File: src/frc_pkg.sv
// ----------------------------------------------------------------------------
// frc_pkg
// Types, constants and the CRC-16/ARC byte update for the modem response
// frame checker.
// ----------------------------------------------------------------------------
package frc_pkg;

  localparam int unsigned RX_BUFFER_BYTES = 512;

  localparam logic [7:0]  START_BYTE         = 8'h3e;
  localparam logic [7:0]  END_BYTE           = 8'h3b;
  localparam logic [15:0] CRC_POLY_REFLECTED = 16'ha001;
  localparam logic [15:0] BUFFER_POSITION    = 16'(RX_BUFFER_BYTES);
  localparam logic [15:0] MIN_FRAME_LENGTH   = 16'd5;

  localparam int unsigned CFG_INDEX_WIDTH = 8;
  localparam int unsigned CFG_DATA_WIDTH  = 16;

  localparam logic [CFG_INDEX_WIDTH-1:0] REG_EXPECTED_COMMAND = 8'd0;
  localparam logic [CFG_INDEX_WIDTH-1:0] REG_EXPECTED_LENGTH  = 8'd1;

  typedef enum logic {
    OP_BYTE    = 1'b0,
    OP_RESTART = 1'b1
  } op_t;

  typedef enum logic [2:0] {
    ERR_NONE    = 3'd0,
    ERR_LENGTH  = 3'd1,
    ERR_COMMAND = 3'd2,
    ERR_END     = 3'd3,
    ERR_CRC     = 3'd4
  } err_t;

  typedef struct packed {
    logic [15:0] byte_count;
    logic [15:0] running_crc;
    logic [15:0] received_crc;
    logic        command_mismatch;
    logic        frame_done;
  } frame_state_t;

  typedef struct packed {
    logic [7:0]  data_byte;
    logic [15:0] byte_position;
    logic        last;
    logic        frame_ok;
    err_t        error_kind;
  } result_t;

  function automatic logic [15:0] crc_arc_byte(input logic [15:0] crc_in,
                                               input logic [7:0]  data);
    logic [15:0] crc;
    crc = crc_in ^ {8'h00, data};
    for (int i = 0; i < 8; i++) begin
      if (crc[0]) begin
        crc = (crc >> 1) ^ CRC_POLY_REFLECTED;
      end else begin
        crc = crc >> 1;
      end
    end
    return crc;
  endfunction

endpackage

File: src/frc_step.sv
// ----------------------------------------------------------------------------
// frc_step
// Per-request frame logic: hunting, position tracking, CRC update and
// the final length / command / end byte / CRC checks.
// ----------------------------------------------------------------------------
module frc_step (
  input  logic                  operation,
  input  logic [7:0]            rx_byte,
  input  logic [7:0]            expected_command,
  input  logic [15:0]           expected_length,
  input  frc_pkg::frame_state_t state,
  output frc_pkg::frame_state_t state_next,
  output logic                  has_result,
  output frc_pkg::result_t      result
);
  import frc_pkg::*;

  logic [15:0] pos;
  logic [15:0] count_inc;
  logic        long_frame;
  logic        in_crc;
  err_t        err;

  assign pos        = state.byte_count;
  assign count_inc  = pos + 16'd1;
  assign long_frame = expected_length >= MIN_FRAME_LENGTH;
  assign in_crc     = (pos >= 16'd1) && (pos <= expected_length - 16'd4);

  always_comb begin
    state_next = state;
    has_result = 1'b0;
    err        = ERR_NONE;
    result     = '{data_byte: rx_byte, byte_position: pos, last: 1'b0,
                   frame_ok: 1'b0, error_kind: ERR_NONE};
    if (op_t'(operation) == OP_RESTART) begin
      state_next = '0;
    end else if (state.frame_done || expected_length == 16'd0) begin
      has_result = 1'b0;
    end else if (pos == 16'd0 && rx_byte != START_BYTE) begin
      has_result = 1'b0;
    end else if (pos >= BUFFER_POSITION) begin
      state_next.frame_done = 1'b1;
      has_result            = 1'b1;
      result = '{data_byte: 8'h00, byte_position: BUFFER_POSITION, last: 1'b1,
                 frame_ok: 1'b0, error_kind: ERR_LENGTH};
    end else begin
      has_result            = 1'b1;
      state_next.byte_count = count_inc;
      if (pos == 16'd1 && rx_byte != expected_command) begin
        state_next.command_mismatch = 1'b1;
      end
      if (long_frame) begin
        if (in_crc) begin
          state_next.running_crc = crc_arc_byte(state.running_crc, rx_byte);
        end else if (pos == expected_length - 16'd3) begin
          state_next.received_crc = {rx_byte, state.received_crc[7:0]};
        end else if (pos == expected_length - 16'd2) begin
          state_next.received_crc = {state.received_crc[15:8], rx_byte};
        end
      end
      if (count_inc == expected_length) begin
        state_next.frame_done = 1'b1;
        if (!long_frame) begin
          err = ERR_LENGTH;
        end else if (state_next.command_mismatch) begin
          err = ERR_COMMAND;
        end else if (rx_byte != END_BYTE) begin
          err = ERR_END;
        end else if (state_next.received_crc != state_next.running_crc) begin
          err = ERR_CRC;
        end
        result.last       = 1'b1;
        result.frame_ok   = (err == ERR_NONE);
        result.error_kind = err;
      end
    end
  end

endmodule

File: config.mk
export PLATFORM = sky130hd
export DESIGN_NAME = frc_step
export DESIGN_NICKNAME = d
export VERILOG_FILES = /design/src/frc_pkg.sv /design/src/frc_step.sv
export SDC_FILE = /design/constraint.sdc
export NUM_CORES = 1
export LEC_CHECK = 0
export BUFFER_PORTS_ARGS = -buffer_cell sky130_fd_sc_hd__buf_4
export CAP_MARGIN = 20
export CORE_UTILIZATION = 46
export DETAILED_ROUTE_END_ITERATION = 8
export GPL_ROUTABILITY_DRIVEN = 0
export PLACE_DENSITY = 0.8
export SETUP_SLACK_MARGIN = 0.02
export SYNTH_ARGS = -nofsm -noshare
export SYNTH_HDL_FRONTEND = slang
export SYNTH_SLANG_ARGS = --single-unit
File: constraint.sdc
create_clock -name vclk -period 5.3
set_input_delay 0.53 -clock vclk [all_inputs]
set_output_delay 0.53 -clock vclk [all_outputs]
set_load 0.005 [all_outputs]
==> reports/summary.log <==
[hold_path] class of the most critical hold timing path input pin to primary output
[detailed_routing] detailed-router iteration count before antenna repair 5
[floorplanning] Initial Util 47.3%
[global_routing] first-pass GRT wire length 22.1 mm
[final_layout] fraction of layout instances using a drive strength above 1 30.6%
[floorplanning] Die X 93.7 µm
[global_routing] GR Util All Layers 31.2%
[final_layout] net count reported at finish 824
[critical_path] cell-by-cell listing of the critical path buf_4, inv_1, buf_4, ha_1, a21oi_1, a21oi_1, or4_1, a2111oi_2, o2111ai_4, mux2i_2, xor2_1, o2111ai_1, or4_4, o31a_1, buf_4
[placed_design] Port Buf Inserts 163
[global_routing] antenna violations before repair 0
[final_layout] seq_cells 0
[synthesis] library cell with the largest summed area after synthesis xnor2_1
[critical_path] Largest stage delay, worst path 0.56 ns
[sta] unrepaired setup endpoints after global routing false
[sta] number of slew-limit violations in the final report 0
[floorplanning] overall die height 93.7 µm
[floorplanning] row count 33
[sta] hold slack final 1.39 ns
[detailed_routing] wire length per cell after detailed routing 17.9 µm
[synthesis] Warnings, synthesis 0
[synthesis] per-instance average area after synthesis 6.76 µm²
[clock_network] # hold bufs at CTS 0
[placed_design] HPWL after detailed placement 11.6 mm
[sta] post-layout min period 5.11 ns
[synthesis] most frequent cells after synthesis nor2_1, xnor2_1, nand2_1
[sta] Setup-failing EPs final 0
[floorplanning] die area 0.00878 mm²
[power_and_ir_drop] Peak VDD IR 0.114 mV
[final_layout] count of filler cells inserted in the layout 711
[critical_path] maximum fanout along the worst path 6
[final_layout] clock tree buffer count of the final layout 0
[power_and_ir_drop] Power, Total 529 µW
[final_layout] FF+latch area 0 µm²
[sta] Tcrit/Tclk final 96.5%
[sta] Sum Neg Setup Slack 0 ns
[critical_path] Most common cell on crit path buf_4
[final_layout] final design instance area without fill 0.00533 mm²
[run_status] run status finished, final reports clean
[sta] max-slew headroom at the worst pin 42.0%
[final_layout] Antenna Diode Count 0
[synthesis] number of distinct library cell variants in the gate-level netlist after synthesis 65
[critical_path] kind of capture point of the worst setup path primary output
[global_routing] grt total ovfl 0
[critical_path] required time at the worst-slack endpoint 4.77 ns
[detailed_routing] routed via count divided by cell count 6.04
[sta] transition time at the pin with the least slew margin 0.868 ns
[critical_path] CP Launch Type input pin
[synthesis] sequential cell area fraction in the yosys report 0%
[critical_path] type of the worst setup path input pin to primary output
[final_layout] area grow syn2layout 37.7%
[detailed_routing] DRC violation count after routing 0
[sta] Fin. Hold Viols 0
[synthesis] synthesized netlist net count 684
[critical_path] Worst EP arrival 4.58 ns
[detailed_routing] routed wire length 14.6 mm
[detailed_routing] total via count in the routed design 4924
[global_routing] vias in the first global route 4539
[floorplanning] Top-Level Pins 163
[global_routing] largest net degree at the start of global routing 53
[floorplanning] core outline area 0.00818 mm²
[sta] fmax 196 MHz
[synthesis] top cells by area, synth xnor2_1, mux2i_1, ha_1
[power_and_ir_drop] Leakage Power 2.32 nW
[detailed_routing] count of nets left with antenna violations after detail routing 0
[detailed_routing] Initial DRC Count 432
[final_layout] multi-input combinational cell area 0.00376 mm²
[synthesis] most frequent cell after synthesis nor2_1
[critical_path] slowest stage cell, crit path or4_4
[placed_design] cell area after placement 0.00514 mm²
[synthesis] summed instance area of the synthesized netlist 0.00387 mm²
[run] max-capacitance violation count 0
[power_and_ir_drop] areal power density over the cells 99.2 mW/mm²
[synthesis] fraction of synthesized cell area taken by the top area cell type 14.3%
[synthesis] synthesized netlist cell count 572
[per-layer routing]
layer | vias to the layer above | share of wire (%) | GRT usage (%) | wire length [µm]
li1 | 2288 | - | - | -
met1 | 2309 | 41 | 41.6 | 5980
met2 | 283 | 47 | 51.0 | 6850
met3 | 44 | 8.9 | 4.05 | 1310
met4 | 0 | 3.4 | 11.0 | 497
met5 | - | 0 | 0 | 0
[worst max-delay path: cells and delay by family]
family / cells / cell delay, ns
AO/OA/AOI/OAI: 6 / 1.80
AND/OR/NAND/NOR: 2 / 1.10
multiplexers: 1 / 0.30
buffers and inverters: 4 / 0.44
adder cells (fa/ha/maj): 1 / 0.19
XOR/XNOR: 1 / 0.21
[worst paths after layout]
kind / start / end / cells after the start
min: state[1] / state_next[1] / 4
max: expected_length[2] / result[2] / 15
[layout by cell type (no fill, tap or decap), drive strengths merged, types with 2 or more instances in the layout]
cell type / n
a2111oi: 2
a211oi: 6
a21boi: 3
a21o: 2
a21oi: 30
a31oi: 4
a32oi: 3
a41oi: 2
and2: 25
and3: 11
and4: 2
buf: 181
ha: 29
inv: 15
mux2: 3
mux2i: 42
nand2: 49
nand2b: 3
nand3: 15
nand3b: 4
nand4: 13
nand4b: 3
nor2: 70
nor2b: 9
nor3: 21
nor3b: 4
nor4: 10
o2111ai: 4
o211ai: 3
o21a: 2
o21ai: 14
o22ai: 2
o31a: 3
or3: 4
or4: 4
xnor2: 63
xor2: 35
[what timing repair did]
item	CTS	global route
cloned	0	0
resized for setup	5	26
setup endpoints to repair	2	10
pin swaps	0	6
buffers inserted	0	4
hold endpoints to repair	0	0
[cell type report]
| type | count | share of cell area, % |
|---|---|---|
| inverters | 16 | 1.15 |
| multi-input cells | 513 | 70.5 |
| well taps | 105 | 2.47 |
| repair buffers | 181 | 25.9 |
[where the power goes]
group | switching [mW] | internal, mW | leakage [nW]
sequential | 0 | 0 | 0
combinational | 0.281 | 0.248 | 2.32
clock | 0 | 0 | 0
total | 0.281 | 0.248 | 2.32
[cells by family after synthesis]
kind of cell,after synthesis,share of synthesized area [%]
AND/OR/NAND/NOR,251,34.0
XOR/XNOR,99,22.8
AO/OA/AOI/OAI,89,15.3
buffers and inverters,59,6.69
multiplexers,45,11.8
adder cells (fa/ha/maj),29,9.38
[per-stage QoR]
stage	setup slack, ns	std cells	utilization, %
after floorplan	0.0272	572	-
after detailed placement	-0.189	811	62.8
after global routing	0.000353	815	65.2
after global placement	0.0612	811	62.8
final	0.188	815	65.2
after CTS	0.0258	811	63.2
Note: power is estimated with default switching activity, not from simulation.
